[config.mk]
export PLATFORM = sky130hd
export DESIGN_NAME = ntt_ctrl
export DESIGN_NICKNAME = d
export VERILOG_FILES = /design/src/rtl/core/ntt_pkg.sv /design/src/rtl/core/ntt_ctrl.sv
export SDC_FILE = /design/constraint.sdc
export NUM_CORES = 1
export LEC_CHECK = 0
export BUFFER_PORTS_ARGS = -buffer_cell sky130_fd_sc_hd__buf_2
export CORE_MARGIN = 10
export CORE_UTILIZATION = 40
export DETAILED_ROUTE_END_ITERATION = 7
export SYNTH_ARGS = -nofsm -noshare
export SYNTH_HDL_FRONTEND = slang
export SYNTH_SLANG_ARGS = --single-unit
[constraint.sdc]
create_clock -name clk -period 14 [get_ports clk]
set_input_delay 0 -clock clk [delete_from_list [all_inputs] [get_ports clk]]
set_output_delay 0 -clock clk [all_outputs]
set_load 0.05 [all_outputs]
[src/rtl/core/ntt_pkg.sv]
package ntt_pkg;

  // default geometry of the table
  localparam int unsigned DefTableDepth = 256;
  localparam int unsigned DefCountWidth = 16;

  // register file layout
  localparam int unsigned CFG_IDX_W  = 2;
  localparam int unsigned CFG_DATA_W = 16;

  typedef enum logic [CFG_IDX_W-1:0] {
    CFG_EVIDENCE_THRESHOLD = 2'd0,
    CFG_PRIOR_WEIGHT       = 2'd1
  } cfg_reg_t;

  localparam logic [15:0] THRESHOLD_RESET = 16'd10;
  localparam logic [7:0]  PRIOR_RESET     = 8'd1;

  // one trust report
  typedef struct packed {
    logic [7:0] node_id;
    logic [7:0] neg_increment;
    logic [7:0] pos_increment;
  } in_t;

  // one report outcome
  typedef struct packed {
    logic        was_known;
    logic        inserted;
    logic        table_full;
    logic [15:0] neg_total;
    logic [15:0] pos_total;
    logic        malicious;
  } out_t;

  // memory strobes from the controller to the entry store
  typedef struct packed {
    logic rd_en;
    logic id_we;
    logic tot_we;
  } mem_cmd_t;

endpackage

[src/rtl/core/ntt_ctrl.sv]
module ntt_ctrl #(
  parameter int unsigned TABLE_DEPTH = 256,
  parameter int unsigned COUNT_WIDTH = 16,
  localparam int unsigned IDX_W = (TABLE_DEPTH > 1) ? $clog2(TABLE_DEPTH) : 1,
  localparam int unsigned CNT_W = $clog2(TABLE_DEPTH + 1)
) (
  input  logic                   clk,
  input  logic                   rst_n,
  input  logic                   start,
  input  ntt_pkg::in_t           in_data,
  output logic                   busy,
  output logic                   out_strobe,
  output ntt_pkg::out_t          out_data,
  input  logic [15:0]            threshold,
  input  logic [7:0]             prior,
  output ntt_pkg::mem_cmd_t      cmd,
  output logic [IDX_W-1:0]       rd_addr,
  output logic [IDX_W-1:0]       wr_addr,
  output logic [7:0]             wr_id,
  output logic [COUNT_WIDTH-1:0] wr_neg,
  output logic [COUNT_WIDTH-1:0] wr_pos,
  input  logic [7:0]             rd_id,
  input  logic [COUNT_WIDTH-1:0] rd_neg,
  input  logic [COUNT_WIDTH-1:0] rd_pos
);
  import ntt_pkg::*;

  localparam int unsigned SUM_W = (COUNT_WIDTH + 2 > 17) ? COUNT_WIDTH + 2 : 17;
  localparam int unsigned EXT_W = (COUNT_WIDTH > 16) ? COUNT_WIDTH : 16;

  typedef enum logic [2:0] {
    ST_IDLE   = 3'b001,
    ST_SEARCH = 3'b010,
    ST_JUDGE  = 3'b100
  } state_t;

  state_t                 state_r, state_nxt;
  in_t                    item_r, item_nxt;
  logic [CNT_W-1:0]       scan_r, scan_nxt;
  logic [CNT_W-1:0]       count_r, count_nxt;
  logic                   cmp_vld_r, cmp_vld_nxt;
  logic [IDX_W-1:0]       cmp_idx_r, cmp_idx_nxt;
  logic [COUNT_WIDTH-1:0] neg_r, neg_nxt;
  logic [COUNT_WIDTH-1:0] pos_r, pos_nxt;
  out_t                   out_r, out_nxt;
  logic                   strobe_r, strobe_nxt;

  logic                   hit;
  logic                   scan_more;
  logic [COUNT_WIDTH:0]   sum_neg, sum_pos;
  logic [COUNT_WIDTH-1:0] sat_neg, sat_pos;
  logic [SUM_W-1:0]       evidence;
  logic                   mal;
  logic [EXT_W-1:0]       neg_ext, pos_ext;

  // compare stage of the scan and saturating update of a hit
  assign hit       = cmp_vld_r && (rd_id == item_r.node_id);
  assign scan_more = scan_r < count_r;
  assign sum_neg   = {1'b0, rd_neg} + (COUNT_WIDTH + 1)'(item_r.neg_increment);
  assign sum_pos   = {1'b0, rd_pos} + (COUNT_WIDTH + 1)'(item_r.pos_increment);
  assign sat_neg   = sum_neg[COUNT_WIDTH] ? '1 : sum_neg[COUNT_WIDTH-1:0];
  assign sat_pos   = sum_pos[COUNT_WIDTH] ? '1 : sum_pos[COUNT_WIDTH-1:0];

  // judgment on the updated totals
  assign evidence = SUM_W'(prior) + SUM_W'(neg_r) + SUM_W'(pos_r);
  assign mal      = (pos_r < neg_r) && (evidence > SUM_W'(threshold));
  assign neg_ext  = EXT_W'(neg_r);
  assign pos_ext  = EXT_W'(pos_r);

  // sequencer
  always_comb begin
    state_nxt   = state_r;
    item_nxt    = item_r;
    scan_nxt    = scan_r;
    count_nxt   = count_r;
    cmp_vld_nxt = 1'b0;
    cmp_idx_nxt = cmp_idx_r;
    neg_nxt     = neg_r;
    pos_nxt     = pos_r;
    out_nxt     = out_r;
    strobe_nxt  = 1'b0;
    cmd         = '0;
    rd_addr     = scan_r[IDX_W-1:0];
    wr_addr     = cmp_idx_r;
    wr_id       = item_r.node_id;
    wr_neg      = sat_neg;
    wr_pos      = sat_pos;
    case (state_r)
      ST_IDLE: begin
        if (start) begin
          item_nxt  = in_data;
          scan_nxt  = '0;
          state_nxt = ST_SEARCH;
        end
      end
      ST_SEARCH: begin
        if (hit) begin
          // write the updated totals back, judge next cycle
          cmd.tot_we = 1'b1;
          neg_nxt    = sat_neg;
          pos_nxt    = sat_pos;
          state_nxt  = ST_JUDGE;
        end else if (!cmp_vld_r && !scan_more) begin
          // miss: insert at the fill count or drop
          out_nxt    = '0;
          strobe_nxt = 1'b1;
          state_nxt  = ST_IDLE;
          if (count_r < CNT_W'(TABLE_DEPTH)) begin
            cmd.id_we          = 1'b1;
            cmd.tot_we         = 1'b1;
            wr_addr            = count_r[IDX_W-1:0];
            wr_neg             = COUNT_WIDTH'(item_r.neg_increment);
            wr_pos             = COUNT_WIDTH'(item_r.pos_increment);
            count_nxt          = count_r + 1'b1;
            out_nxt.inserted   = 1'b1;
            out_nxt.neg_total  = 16'(item_r.neg_increment);
            out_nxt.pos_total  = 16'(item_r.pos_increment);
          end else begin
            out_nxt.table_full = 1'b1;
          end
        end else if (scan_more) begin
          // fetch the next stored entry
          cmd.rd_en   = 1'b1;
          scan_nxt    = scan_r + 1'b1;
          cmp_vld_nxt = 1'b1;
          cmp_idx_nxt = scan_r[IDX_W-1:0];
        end
      end
      ST_JUDGE: begin
        out_nxt.was_known  = 1'b1;
        out_nxt.inserted   = 1'b0;
        out_nxt.table_full = 1'b0;
        out_nxt.neg_total  = neg_ext[15:0];
        out_nxt.pos_total  = pos_ext[15:0];
        out_nxt.malicious  = mal;
        strobe_nxt         = 1'b1;
        state_nxt          = ST_IDLE;
      end
      default: begin
        state_nxt = ST_IDLE;
      end
    endcase
  end

  // control registers
  always_ff @(posedge clk) begin
    if (!rst_n) begin
      state_r   <= ST_IDLE;
      count_r   <= '0;
      cmp_vld_r <= 1'b0;
      strobe_r  <= 1'b0;
      scan_r    <= '0;
    end else begin
      state_r   <= state_nxt;
      count_r   <= count_nxt;
      cmp_vld_r <= cmp_vld_nxt;
      strobe_r  <= strobe_nxt;
      scan_r    <= scan_nxt;
    end
  end

  // payload registers
  always_ff @(posedge clk) begin
    item_r    <= item_nxt;
    cmp_idx_r <= cmp_idx_nxt;
    neg_r     <= neg_nxt;
    pos_r     <= pos_nxt;
    out_r     <= out_nxt;
  end

  assign busy       = !state_r[0];
  assign out_strobe = strobe_r;
  assign out_data   = out_r;

endmodule

# --- After elaboration in Yosys (flattened, before gate mapping) ---
# Cells that the tools add are included.
word_totals:
  register_bits: 123
  inputBits: 91
  out_inout_bits: 97
  elab_cells: 96
classes:
  add_sub_neg: 6
  order_cmp: 4
  eq_ne: 10
  mux: 39
  bitwise: 4
  n_reduce_logical: 16
ops:
  columns: ["op", "count"]
  rows:
  - ["$mux W16", 10]
  - ["$mux W36", 2]
  - ["$pmux W36 S2", 1]
  - ["$mux W9", 4]
  - ["$add A16 B8 Y17", 2]
  - ["$mux W8", 4]
  - ["$mux W24", 1]
  - ["$add A17 B16 Y18", 1]
  - ["$add A9 B1 Y9 const B", 2]
  - ["$gt A18 B16 Y1", 1]
  - ["$pmux W9 S2", 1]
  - ["$add A8 B16 Y17", 1]
  - ["$lt A16 B16 Y1", 1]
  - ["$mux W3", 4]
  - ["$ne A2 B2 Y1 const B", 5]
  - ["$lt A9 B9 Y1", 1]
  - ["$lt A9 B9 Y1 const B", 1]
  - ["$eq A8 B8 Y1", 1]
  - ["$reduce_and A4 Y1", 2]
  - ["$mux W1", 7]
  - ["$mux W2", 3]
  - ["$pmux W3 S2", 1]
  - ["$reduce_and A2 Y1", 3]
  - ["$reduce_and A5 Y1", 1]
  - ["11 further kinds", 19]

# --- Depth between registers and ports, before layout ---
logic_depth:
  word_depth: 6
  depth_mapped: 17
  mapped_depth_nobuf: 17

# --- Least setup slack after synthesis ---
# Ideal clock, no wire load.
synth_path:
  kind: "flip-flop to output port"
  from: "reg state_r[0]"
  to: "out cmd[0] in the netlist's numbering"
  arrival_ns: 4.695
  required_time_ns: 14.000
  slack_ns: 9.305
  stages_incl_launch_ff: 5
  n_path_buf: 0
  cell_sequence: "dfxtp_1 -> nand2b_1 -> or2_2 -> nor4_1 -> or2_2"
synth_rtl:
  columns: ["element", "line", "source"]
  rows:
  - ["start: declaration", "ntt_ctrl.sv:37", "state_t state_r, state_nxt;"]
  - ["start signal: assignment", "ntt_ctrl.sv:154", "state_r <= state_nxt;"]
  - ["end: declaration", "ntt_ctrl.sv:16", "output ntt_pkg::mem_cmd_t cmd,"]

# --- Worst setup path after layout ---
layout_path:
  from: "reg count_r[8]"
  to: "out wr_pos[15]"
layout_via:
  elab_chain_len: 6
  elab_cells_between_ends: 8
  cone_classes: "order compare: 2; mux: 4; reduce/logical: 2"
layout_lines:
  columns: ["element", "line", "source"]
  rows:
  - ["start: declaration", "ntt_ctrl.sv:40", "logic [CNT_W-1:0] count_r, count_nxt;"]
  - ["start signal: assignment", "ntt_ctrl.sv:155", "count_r <= count_nxt;"]
  - ["$lt A9 B9 Y1", "ntt_ctrl.sv:58", "assign scan_more = scan_r < count_r;"]
  - ["$logic_not A1 Y1", "ntt_ctrl.sv:103", "end else if (!cmp_vld_r && !scan_more) begin"]
  - ["$logic_and A1 B1 Y1", "ntt_ctrl.sv:103", null]
  - ["$mux W16 (*)", "ntt_ctrl.sv:103", null]
  - ["$mux W16 (*)", "ntt_ctrl.sv:97", "if (hit) begin"]
  - ["$mux W16 (*)", "ntt_ctrl.sv:88", "case (state_r)"]
  - ["end: declaration", "ntt_ctrl.sv:21", "output logic [COUNT_WIDTH-1:0] wr_pos,"]
# Mark *: on every way between the ends. The rest lies on a longest branch, timed or not.

==> summary.txt <==
Logic synthesis
  • Syn Inst Count: 823
  • Netlist Area Pre-Place: 8120 um^2
  • Synth area leaders: edfxtp_1 37%, ha_1 12%, dfxtp_1 5.7%, nand2_1 3.8%, inv_1 3.2%
  • Top-count cell post-synth: edfxtp_1
  • Register bit total from synthesis: 123
  • Top-area cell type share of the netlist area: 37.0%
  • Ys flop type: edfxtp_1
  • Sequential area share after synthesis: 42.7%
  • Post-Syn Nets: 1005
  • Top cells by count, synth: 100 x edfxtp_1, 82 x nand2_1, 80 x ha_1
  • Ys async rst share: 0%
  • Synth area leader: edfxtp_1
  • Synth cell types: 58
  • Ys Warns: 0
  • Mean area per synthesized cell: 9.87 um^2
  • EDFF count, synth: 100

Drt
  • Routed Antenna Nets: 0
  • WL/cell: 17.7 um
  • Vias per cell: 5.12
  • Wirelength, routed: 23.4 mm
  • Total number of vias: 6778
  • DRT Pass-1 Iters: 5
  • 1st-iter DRT viols: 382
  • DRC: 0

STA
  • Final worst slack: 9340 ps
  • Clk_skew: 9.58 ps
  • Final hold slack: 37.8 ps
  • Setup TNS: 0 ps
  • RSZ-0062 raised after global routing: false
  • Setup violators final: 0
  • Fin crit share: 33.3%
  • Relative slew slack: 24.6%
  • Final period demand of the worst path: 4660 ps
  • Maximum clock frequency: 214 MHz
  • Least-Margin Pin Slew: 1130 ps
  • Max Transition Viols Final: 0
  • Final Hold Vio Count: 0

Outcome
  • Status: completed

Placement
  • DP Worst Slack: 9700 ps
  • Final GP Congestion: 0.903
  • Post-DP HPWL: 18.4 mm
  • Input/output buffers: 187
  • Area after DPL: 9230 um^2

Power
  • Comb power frac: 20.1%
  • Overall Power: 1070 uW
  • Switching Fraction: 29.5%
  • Leak: 0.00451 uW
  • Pwr/cell area: 105 nW/um^2
  • Reg power frac: 38.3%
  • Switch Pwr: 317 uW
  • Peak supply drop: 0.0859 mV
  • Clock Power Share: 41.7%
  • Cell internal pwr: 757 uW

Finish
  • Nets: 1220
  • Share of cells above drive strength 1: 23.7%
  • Post-route cell area: 10200 um^2
  • Area growth syn-to-layout: 26.0%

Clocking
  • Sink Count: 123
  • TritonCTS clock tree: done
  • Hold-fix buffers, CTS: 40
  • CTS clk-pin slew, worst paths: 60 ps
  • Maximum clock insertion buffer count: 2
  • Root buffer cell: clkbuf_16
  • Post-CTS Setup Bufs: 0
  • H-tree depth: 4
  • Cts bufs inserted: 17
  • Post_cts resized: 0
  • Worst skew pair latency: 430 ps

Setup path
  • Setup CP Type: flop to primary output
  • FF-to-FF path depth: 15
  • Setup crit end kind: primary output
  • CP max FO: 29
  • CP arrival: 4660 ps
  • Element type at the critical path start: flop
  • Worst Path Required: 14000 ps

Min path
  • Worst hold path type: primary input to flop
  • Hold depth: 3

Floorplan
  • Starting density of the core: 40.4%
  • Die height: 162 um
  • Chip Width: 162 um
  • Io pins: 188
  • Die Area: 26400 um^2
  • Area of the core: 20100 um^2
  • Rows: 52

Global route
  • Overflow after GRT: 0
  • Initial antenna violation count: 3
  • Pin count of the biggest net entering global routing: 36
  • Vias in the first global route: 7024
  • First-pass GRT wire length: 36.7 mm
  • GRT Overall Usage: 17.6%

Run
  • Max-cap violation count: 0
-- registers in the layout, indices dropped and copies added (netlist names) --
register    count
state_r         3
scan_r          9
out_strobe      1
cmp_idx_r       8
cmp_vld_r       1
neg_ext        16
count_r         9
out_data       36
pos_ext        16
wr_id           8
item_r         16
-- metal layers --
metal | track usage (%) | part of all wire, % | vias up
li1 | - | - | 3390
met1 | 21.3 | 44 | 3160
met2 | 29.0 | 47 | 187
met3 | 5.28 | 6.5 | 41
met4 | 6.08 | 2.3 | 0
met5 | 0 | 0 | -
-- power by group through the flow --
stage / registers [uW] / clock network [uW] / logic [uW]
global route: 412 / 474 / 233
floorplan: 424 / 0 / 141
global placement: 419 / 0 / 206
detailed placement: 419 / 0 / 207
finish: 411 / 447 / 215
CTS: 411 / 454 / 216
-- layout make-up --
type,instances,area (um^2)
Tap cell,270,338
Clock buffer,17,425
Clock inverter,15,173
Multi-Input combinational cell,592,4180
Timing Repair Buffer,231,1370
Antenna cell,3,7.51
Inverter,73,274
Sequential cell,123,3460
Fill cell,1889,9870
-- path summary, 6_finish.rpt --
check,from,end,slack (ps)
min,rd_neg[0],neg_ext[0],40
max,count_r[8],wr_pos[15],9340
min reg2reg,count_r[6],count_r[6],510
max reg2reg,pos_ext[1],out_data[0],9640
-- worst max-delay path, stage by stage, from the launching register on --
cell and delay, ps:
dfxtp_1 370, clkinv_1 500, ha_1 540, a21oi_1 150, o21ai_0 110, a21oi_1 580, or3_1 710, buf_4 440
inv_2 220, a311oi_1 270, buf_2 320
-- layout by cell type (no fill, tap or decap), types with 12 or more instances in the layout --
| master | count |
|---|---|
| a21o_1 | 14 |
| a21oi_1 | 48 |
| a31oi_1 | 13 |
| and2_1 | 19 |
| and3_1 | 20 |
| buf_2 | 187 |
| clkbuf_16 | 17 |
| dfxtp_1 | 23 |
| dlygate4sd3_1 | 40 |
| edfxtp_1 | 100 |
| ha_1 | 80 |
| inv_1 | 70 |
| mux2_2 | 15 |
| nand2_1 | 82 |
| nand3_1 | 18 |
| nand4_1 | 12 |
| nor2_1 | 49 |
| nor3_1 | 16 |
| o21ai_0 | 48 |
| xnor2_1 | 19 |
| xor2_1 | 12 |
-- per-stage QoR --
| step | utilization, % | std cells |
|---|---|---|
| final | 50.9 | 1324 |
| after global routing | 50.9 | 1322 |
| after CTS | 50.9 | 1321 |
| after detailed placement | 45.9 | 1249 |
| after global placement | 45.9 | 1249 |
| after floorplan | - | 823 |
-- cells by family after synthesis --
group / count (synthesis) / synth area share (%)
buf+inv: 108 / 5.90
xor+xnor: 31 / 3.34
fa+ha+maj: 91 / 15.0
compound gates: 186 / 14.3
simple gates: 262 / 15.8
mux: 22 / 2.94
flops: 123 / 42.7
(Power assumes the default switching activity.)
